--- config.mk ---
export PLATFORM = sky130hd
export DESIGN_NAME = srml_ctrl
export DESIGN_NICKNAME = d
export VERILOG_FILES = /design/src/rtl/core/srml_pkg.sv /design/src/rtl/core/srml_ctrl.sv
export SDC_FILE = /design/constraint.sdc
export NUM_CORES = 1
export LEC_CHECK = 0
export BUFFER_PORTS_ARGS = -buffer_cell sky130_fd_sc_hd__buf_2
export CORE_MARGIN = 2
export CORE_UTILIZATION = 35
export CTS_CLUSTER_DIAMETER = 150
export DETAILED_ROUTE_END_ITERATION = 10
export GPL_TIMING_DRIVEN = 0
export PLACE_DENSITY = 0.62
export REMOVE_ABC_BUFFERS = 1
export SYNTH_ARGS = -nofsm -noshare
export SYNTH_HDL_FRONTEND = slang
export SYNTH_SLANG_ARGS = --single-unit
--- constraint.sdc ---
create_clock -name clk -period 6.4 [get_ports clk]
set_input_delay 0.64 -clock clk [delete_from_list [all_inputs] [get_ports clk]]
set_output_delay 0.64 -clock clk [all_outputs]
set_load 0.01 [all_outputs]
--- src/rtl/core/srml_pkg.sv ---
`timescale 1ns / 1ps

package srml_pkg;

  localparam int TABLE_DEPTH_DEF = 256;
  localparam int POS_W           = 32;

  // request codes
  localparam logic [1:0] REQ_CLEAR  = 2'd0;
  localparam logic [1:0] REQ_INSERT = 2'd1;
  localparam logic [1:0] REQ_LOOKUP = 2'd2;

  // one stored pair
  typedef struct packed {
    logic [POS_W-1:0] key;
    logic [POS_W-1:0] value;
  } entry_t;

  // one result
  typedef struct packed {
    logic [POS_W-1:0] found_position;
    logic             table_full;
  } res_t;

endpackage

--- src/rtl/core/srml_ctrl.sv ---
`timescale 1ns / 1ps

module srml_ctrl #(
  parameter int TABLE_DEPTH = srml_pkg::TABLE_DEPTH_DEF,
  localparam int IDX_W = (TABLE_DEPTH > 1) ? $clog2(TABLE_DEPTH) : 1,
  localparam int CNT_W = $clog2(TABLE_DEPTH + 1)
) (
  input  logic                        clk,
  input  logic                        rst_n,
  input  logic                        req_valid,
  output logic                        req_ready,
  input  logic [1:0]                  req_type,
  input  logic [srml_pkg::POS_W-1:0]  code_position,
  input  logic [srml_pkg::POS_W-1:0]  source_position,
  output logic                        res_valid,
  input  logic                        res_take,
  output srml_pkg::res_t              res,
  output logic                        mem_we,
  output logic [IDX_W-1:0]            mem_waddr,
  output srml_pkg::entry_t            mem_wdata,
  output logic [IDX_W-1:0]            mem_raddr,
  input  srml_pkg::entry_t            mem_rdata
);

  localparam logic [2:0] ST_IDLE  = 3'd0;
  localparam logic [2:0] ST_PROBE = 3'd1;
  localparam logic [2:0] ST_CMP   = 3'd2;
  localparam logic [2:0] ST_VREAD = 3'd3;
  localparam logic [2:0] ST_VWAIT = 3'd4;
  localparam logic [2:0] ST_SHIFT = 3'd5;
  localparam logic [2:0] ST_RESP  = 3'd6;

  localparam logic [CNT_W-1:0] DEPTH_C = CNT_W'(TABLE_DEPTH);
  localparam logic [CNT_W-1:0] ONE_C   = CNT_W'(1);

  logic [2:0]                 state_r, state_nxt;
  logic [CNT_W-1:0]           count_r, count_nxt;
  logic [CNT_W-1:0]           lo_r, lo_nxt;
  logic [CNT_W-1:0]           hi_r, hi_nxt;
  logic [CNT_W-1:0]           mid_r, mid_nxt;
  logic [CNT_W-1:0]           slot_r, slot_nxt;
  logic [CNT_W-1:0]           i_r, i_nxt;
  logic [CNT_W-1:0]           wr_addr_r, wr_addr_nxt;
  logic                       pend_r, pend_nxt;
  logic                       is_ins_r, is_ins_nxt;
  logic [srml_pkg::POS_W-1:0] q_r, q_nxt;
  logic [srml_pkg::POS_W-1:0] src_r, src_nxt;
  srml_pkg::res_t             res_r, res_nxt;
  logic [CNT_W:0]             mid_sum;
  logic                       key_gt;

  assign mid_sum = {1'b0, lo_r} + {1'b0, hi_r};
  assign key_gt  = mem_rdata.key > q_r;

  always_comb begin
    state_nxt   = state_r;
    count_nxt   = count_r;
    lo_nxt      = lo_r;
    hi_nxt      = hi_r;
    mid_nxt     = mid_r;
    slot_nxt    = slot_r;
    i_nxt       = i_r;
    wr_addr_nxt = wr_addr_r;
    pend_nxt    = pend_r;
    is_ins_nxt  = is_ins_r;
    q_nxt       = q_r;
    src_nxt     = src_r;
    res_nxt     = res_r;
    mem_we      = 1'b0;
    mem_waddr   = wr_addr_r[IDX_W-1:0];
    mem_wdata   = mem_rdata;
    mem_raddr   = mid_r[IDX_W-1:0];

    unique case (state_r)
      ST_IDLE: begin
        if (req_valid) begin
          q_nxt   = code_position;
          src_nxt = source_position;
          res_nxt = '0;
          lo_nxt  = '0;
          hi_nxt  = count_r;
          unique case (req_type)
            srml_pkg::REQ_CLEAR: begin
              count_nxt = '0;
              state_nxt = ST_RESP;
            end
            srml_pkg::REQ_INSERT: begin
              is_ins_nxt = 1'b1;
              if (count_r == DEPTH_C) begin
                res_nxt.table_full = 1'b1;
                state_nxt          = ST_RESP;
              end else if (count_r == '0) begin
                slot_nxt  = '0;
                i_nxt     = '0;
                pend_nxt  = 1'b0;
                state_nxt = ST_SHIFT;
              end else begin
                state_nxt = ST_PROBE;
              end
            end
            srml_pkg::REQ_LOOKUP: begin
              is_ins_nxt = 1'b0;
              if (count_r == '0) begin
                state_nxt = ST_RESP;
              end else if (count_r == ONE_C) begin
                state_nxt = ST_VREAD;
              end else begin
                state_nxt = ST_PROBE;
              end
            end
            default: begin
              state_nxt = ST_RESP;
            end
          endcase
        end
      end
      ST_PROBE: begin
        mid_nxt   = mid_sum[CNT_W:1];
        mem_raddr = mid_sum[IDX_W:1];
        state_nxt = ST_CMP;
      end
      ST_CMP: begin
        if (is_ins_r) begin
          // upper bound: first key above the new one
          if (key_gt) begin
            hi_nxt = mid_r;
          end else begin
            lo_nxt = mid_r + ONE_C;
          end
          if (lo_nxt < hi_nxt) begin
            state_nxt = ST_PROBE;
          end else begin
            slot_nxt  = lo_nxt;
            i_nxt     = count_r;
            pend_nxt  = 1'b0;
            state_nxt = ST_SHIFT;
          end
        end else begin
          // predecessor: last key not above the query
          if (key_gt) begin
            hi_nxt = mid_r;
          end else begin
            lo_nxt = mid_r;
          end
          if (hi_nxt - lo_nxt > ONE_C) begin
            state_nxt = ST_PROBE;
          end else begin
            state_nxt = ST_VREAD;
          end
        end
      end
      ST_VREAD: begin
        mem_raddr = lo_r[IDX_W-1:0];
        state_nxt = ST_VWAIT;
      end
      ST_VWAIT: begin
        res_nxt.found_position = mem_rdata.value;
        state_nxt              = ST_RESP;
      end
      ST_SHIFT: begin
        // read entry i-1 and write it back one slot up on the next cycle
        if (pend_r) begin
          mem_we    = 1'b1;
          mem_waddr = wr_addr_r[IDX_W-1:0];
          mem_wdata = mem_rdata;
        end
        if (i_r > slot_r) begin
          mem_raddr   = IDX_W'(i_r - ONE_C);
          pend_nxt    = 1'b1;
          wr_addr_nxt = i_r;
          i_nxt       = i_r - ONE_C;
        end else if (pend_r) begin
          pend_nxt = 1'b0;
        end else begin
          mem_we          = 1'b1;
          mem_waddr       = slot_r[IDX_W-1:0];
          mem_wdata.key   = q_r;
          mem_wdata.value = src_r;
          count_nxt       = count_r + ONE_C;
          state_nxt       = ST_RESP;
        end
      end
      ST_RESP: begin
        if (res_take) begin
          state_nxt = ST_IDLE;
        end
      end
      default: begin
        state_nxt = ST_IDLE;
      end
    endcase
  end

  always_ff @(posedge clk) begin
    if (!rst_n) begin
      state_r <= ST_IDLE;
      count_r <= '0;
      pend_r  <= 1'b0;
    end else begin
      state_r <= state_nxt;
      count_r <= count_nxt;
      pend_r  <= pend_nxt;
    end
  end

  always_ff @(posedge clk) begin
    lo_r      <= lo_nxt;
    hi_r      <= hi_nxt;
    mid_r     <= mid_nxt;
    slot_r    <= slot_nxt;
    i_r       <= i_nxt;
    wr_addr_r <= wr_addr_nxt;
    is_ins_r  <= is_ins_nxt;
    q_r       <= q_nxt;
    src_r     <= src_nxt;
    res_r     <= res_nxt;
  end

  assign req_ready = (state_r == ST_IDLE);
  assign res_valid = (state_r == ST_RESP);
  assign res       = res_r;

  a_we_only_shift: assert property (@(posedge clk) disable iff (!rst_n)
    mem_we |-> state_r == ST_SHIFT)
    else $error("table written outside an insert shift");

  a_count_bound: assert property (@(posedge clk) disable iff (!rst_n)
    count_r <= DEPTH_C)
    else $error("entry count above table depth");

  a_search_window: assert property (@(posedge clk) disable iff (!rst_n)
    state_r == ST_CMP |-> lo_r < hi_r)
    else $error("empty search window at compare");

  a_count_step: assert property (@(posedge clk) disable iff (!rst_n)
    state_r == ST_SHIFT && state_nxt == ST_RESP |-> count_nxt == count_r + ONE_C)
    else $error("insert finished without count step");

endmodule

# Word-level counts from Yosys, hierarchy flattened
# Cells that the tools add are included.
[totals]
out_inout_bits = 116
regBits = 164
input_bits = 134
elab_cells = 133
[classes]
reduce_logical = 18
eq_ne = 21
n_mux = 71
order_cmp = 4
n_addsub = 5
[ops]
columns = ["operator", "n"]
rows = [
  ["$mux W9", 28],
  ["$mux W64", 3],
  ["$pmux W9 S2", 4],
  ["$pmux W32 S2", 1],
  ["$mux W33", 1],
  ["$gt A32 B32 Y1", 1],
  ["$mux W8", 4],
  ["$mux W3", 9],
  ["$pmux W9 S3", 1],
  ["$pmux W8 S3", 1],
  ["$pmux W3 S7", 1],
  ["$add A9 B1 Y9 const B", 2],
  ["$ne A2 B2 Y1 const B", 7],
  ["$reduce_and A7 Y1", 2],
  ["$mux W1", 13],
  ["$add A9 B9 Y10", 1],
  ["$eq A3 B3 Y1 const B", 3],
  ["$eq A9 B1 Y1 const B", 1],
  ["$eq A9 B9 Y1 const B", 1],
  ["$gt A9 B1 Y1 const B", 1],
  ["$gt A9 B9 Y1", 1],
  ["$logic_not A9 Y1", 1],
  ["$lt A9 B9 Y1", 1],
  ["$sub A9 B1 Y9 const B", 1],
  ["other kinds (19)", 30],
]

# Depth between registers and ports, before layout
[depth]
ltp_word = 9
depth_mapped = 20
mapped_depth_nobuf = 18

# Worst setup path before layout
# OpenSTA, ideal clock, no wires.
[synth_path]
path_type = "input -> register"
from = "input port mem_rdata[49] (netlist name)"
to = "register i_r[0] (enable)"
required_ns = 6.022
setup_slack_ns = 1.482
stages = 17
arrival_ns = 4.540
setup_time_ns = 0.378
n_path_buf = 2
path_cell_list = "ha_1 a21o_1 a221o_1 a22oi_1 a21oi_1 a21oi_2 buf_6 clkbuf_1 mux2i_1 ha_1 and3_1 nand3_1 a41o_1 a311oi_2 o41ai_1 a311o_1 a21oi_1"
[synth_via]
elab_chain_len = 7
elab_cells_between_ends = 10
classes_between = "2 x order compare; 1 x eq/ne; 6 x mux; 1 x reduce/logical"
[synth_lines]
columns = ["element", "line", "text"]
rows = [
  ["from (decl)", "srml_ctrl.sv:22", "input srml_pkg::entry_t mem_rdata"],
  ["$gt A32 B32 Y1 (*)", "srml_ctrl.sv:53", "assign key_gt = mem_rdata.key > q_r;"],
  ["$mux W9", "srml_ctrl.sv:125", "if (key_gt) begin"],
  ["$mux W9", "srml_ctrl.sv:123", "if (is_ins_r) begin"],
  ["$mux W9", "srml_ctrl.sv:74", "unique case (state_r)"],
  ["$lt A9 B9 Y1 (*)", "srml_ctrl.sv:130", "if (lo_nxt < hi_nxt) begin"],
  ["$ne A2 B2 Y1 (no source line) (*)", "--", ""],
  ["$reduce_and A8 Y1 (no source line) (*)", "--", ""],
  ["to (signal assigned)", "srml_ctrl.sv:211", "i_r <= i_nxt;"],
  ["to (decl)", "srml_ctrl.sv:42", "logic [CNT_W-1:0] i_r, i_nxt;"],
]
# Mark *: on every way between the ends. The rest lies on a longest branch, timed or not. The select of a mux whose other input is x is not followed.
# A chain may end at the register's enable or synchronous reset.

# Worst setup path in the final report
[layout_path]
from = "register q_r[30] (netlist name)"
to = "register i_r[1] (enable)"
[layout_via]
elab_chain_len = 7
elab_cells_between_ends = 10
classes_between = "2 x order compare; 1 x eq/ne; 6 x mux; 1 x reduce/logical"
[layout_lines]
columns = ["element", "line", "text"]
rows = [
  ["from (decl)", "srml_ctrl.sv:46", "logic [srml_pkg::POS_W-1:0] q_r, q_nxt;"],
  ["from (signal assigned)", "srml_ctrl.sv:214", "q_r <= q_nxt;"],
  ["$gt A32 B32 Y1 (*)", "srml_ctrl.sv:53", ""],
  ["$mux W9", "srml_ctrl.sv:125", ""],
  ["$mux W9", "srml_ctrl.sv:123", ""],
  ["$mux W9", "srml_ctrl.sv:74", ""],
  ["$lt A9 B9 Y1 (*)", "srml_ctrl.sv:130", ""],
  ["$ne A2 B2 Y1 (no source line) (*)", "--", ""],
  ["$reduce_and A8 Y1 (no source line) (*)", "--", ""],
]
# Marked as above.

==> impl_metrics.yaml <==
floorplan:
  die_y_um: 170
  die-area_mm2: 0.0290
  io_pins: 250
  core_mm2: 0.0271
  fp.dieW_um: 170
  num_rows: 60
  start_util: 0.357
synth:
  syn-cell-area_mm2: 0.00969
  ys_top_cells_by_area: "edfxtp_1 47%, ha_1 9.2%, o21ai_0 4.3%"
  ys_async_sr_fraction: 0
  syn_avg_cell_area_um2: 10.4
  synth_top_area_cell: "edfxtp_1"
  synthCells: 933
  synth-seq-area-share: 0.495
  synth-seq-cells: 164
  synth_warnings: 0
  synth_edf_count: 151
  synth_cell_type_count: 63
  yosysTopAreaCellShare: 0.468
  ys.flop_type: "edfxtp_1"
cells_and_area:
  fillers: 2589
  stdcell_area_mm2: 0.0120
  fin_nets: 1376
  multiInputGateArea_mm2: 0.00447
  drive_gt1_frac: 0.287
  fin_cells: 1554
  num_antenna_cells: 0
  seq_area_mm2: 0.00479
  syn_to_final_growth_pct: 23.5
timing:
  finalCriticalPeriod_ns: 5.93
  tns_ns: 0
  finalCritPeriodShare: 0.927
  worst_pin_slew_ns: 1.33
  hold_ws_ns: 0.369
  setup_viol: 0
  fmax_mhz: 169
  rsz0062_at_grt: "false"
  fin_skew_ns: 0.0149
  hold_violations: 0
  report.final.slew_viol_count: 0
  relSlewSlack: 0.108
detailed_routing:
  vias: 7781
  postRouteAntennaNets: 0
  wl_um: 26700
  wl_per_cell_um: 17.2
  drt_iter0_drc: 522
  viasPerCell: 5.01
  drt_pass1_iterations: 4
  post-route-drc-count: 0
power_and_ir_drop:
  intPower_uw: 2790
  p_switching_uw: 1820
  power_frac_comb: 0.385
  ir_worst_vdd_mv: 0.215
  powerDensity_mw_per_mm2: 386
  p_clk_frac: 0.231
  power_frac_seq: 0.384
  p_total_uw: 4610
  power_switching_share: 0.395
  power_leakage_uw: 0.00524
clock_tree:
  root_buffer: "clkbuf_16"
  cts_setup_buffers: 0
  cts_buffers: 17
  cts_resized: 0
  cts_hold_buf: 0
  clock_latency_ns: 0.44
  cts.path.max_buffers: 2
  clkTransAtPathRegs_ns: 0.08
  h-tree-depth: 4
  cts_tree: "yes"
  tritoncts_num_sinks: 164
global_route:
  grt_pass1_wl_um: 40900
  gr-total-overflow: 0
  track_usage: 0.183
  grt_max_degree: 67
  antenna_found_initial: 0
  grt_pass1_vias: 7394
place:
  gp_congestion: 0.904
  placed_area_mm2: 0.0113
  port_buffers: 249
  hpwl_um: 20600
  placed_cells: 1522
min_path:
  hold_class: "input port to flop"
  min_path_cells: 1
  min_to: "src_r[10]"
  hp-start: "source_position[10]"
setup_path:
  r2r_start: "q_r[30]"
  crit_arrival_ns: 5.98
  worst-r2r-cell-count: 16
  reg2reg_to: "i_r[1]"
  critical_path_required_ns: 6.45
  cp-end-kind: "flop"
  rrSetupSlack_ns: 0.47
  path_max_fanout: 29
  critPathKind: "flop to flop"
  worstSetupStartpointType: "flop"
flow_run:
  cap_violations: 0
run_status:
  status: "complete, no violations"
## how the worst max path moves through the flow
stage,to,startpoint,cells after the start,slack [ns]
floorplan,count_r[6],i_r[1],10,-0.44
global placement,count_r[6],i_r[1],10,-3.85
detailed placement,i_r[7],mem_rdata[55],16,-0.25
CTS,i_r[6],q_r[30],16,0.08
global route,i_r[6],q_r[30],16,0.05
finish,i_r[1],q_r[30],16,0.47
## per-stage QoR
step	worst slack [ns]	utilization
after floorplan	-0.444	-
after global placement	-3.85	0.415
after detailed placement	-0.253	0.418
after CTS	0.0837	0.441
after global routing	0.0509	0.441
final	0.467	0.441
## cell type report
class / instances / area share
Clock buffer: 17 / 0.0356
Clock inverter: 15 / 0.0162
Inverter: 77 / 0.0244
Multi-Input combinational cell: 652 / 0.374
Sequential cell: 164 / 0.401
Tap cell: 372 / 0.0389
Timing Repair Buffer: 257 / 0.111
## cells by family after synthesis
family,synth area share
buffers and inverters,0.0462
DFF,0.495
xor gates and xnor gates,0.0271
adders and majority gates,0.0958
AOI/OAI and AO/OA,0.136
and+or+nand+nor,0.146
muxes,0.0539
## synth_stat cells, types with 10 or more instances
cell / number
mux2_2: 33
inv_1: 76
nand4_1: 11
nand2_1: 100
ha_1: 71
dfxtp_1: 13
edfxtp_1: 151
a21o_1: 12
nor3_1: 10
nand3_1: 14
and2_1: 43
and3_1: 10
mux2i_1: 15
nor2_1: 64
a21boi_0: 11
xor2_1: 10
xnor2_1: 20
o21ai_0: 83
a21oi_1: 46
clkbuf_1: 36
## layer usage
layer	track usage	wire length, µm	vias to the layer above
met1	0.238	11700	3709
met3	0.0288	1090	25
met4	0.0427	332	0
li1	-	-	3839
met5	0	0	-
met2	0.318	13600	208
## sequential cells by signal (all words and copies together) (netlist names), 8 cells and up
signal	count
lo_r	9
mid_r	9
res	33
slot_r	9
count_r	9
src_r	32
i_r	9
hi_r	9
q_r	32
wr_addr_r	8
## critical path, stage by stage, from the launching register on
cell and delay (ns):
edfxtp_1 0.34, inv_1 0.05, ha_1 0.31, nand4_1 0.19, nor4_1 0.77, and2_1 0.25
a21oi_1 0.11, a21oi_4 0.73, mux2i_1 0.51, ha_1 0.21, and3_1 0.15, nand3_1 0.12
a41o_1 0.23, a311oi_2 0.20, o41ai_1 0.19, a311o_1 0.40, a21oi_1 0.78
## cells in the final DEF (no fill, tap or decap), types with 6 or more instances in the layout
cell and n:
nor2b_1 9, edfxtp_1 151, nor3_1 10, dfxtp_1 13, a21boi_0 11, o21ai_0 83, and3_1 10, nand2_1 100
a21o_1 12, o21a_1 7, clkbuf_16 17, mux2i_1 15, nand4_1 11, xor2_1 10, nor2_1 64, ha_1 71
mux2_2 33, buf_4 6, nand3_1 14, buf_2 249, inv_1 75, a21oi_1 46, nand2b_1 7, xnor2_1 20
and2_1 43
## power groups by stage
stage | registers [µW] | logic [µW] | clock network [µW]
3_3_place_gp | 1790 | 1720 | 0
6_report | 1770 | 1770 | 1070
3_5_place_dp | 1790 | 1770 | 0
4_1_cts | 1770 | 1780 | 1090
2_1_floorplan | 1780 | 1140 | 0
5_1_grt | 1800 | 1990 | 1130
Power figures use the tool's default switching activity.
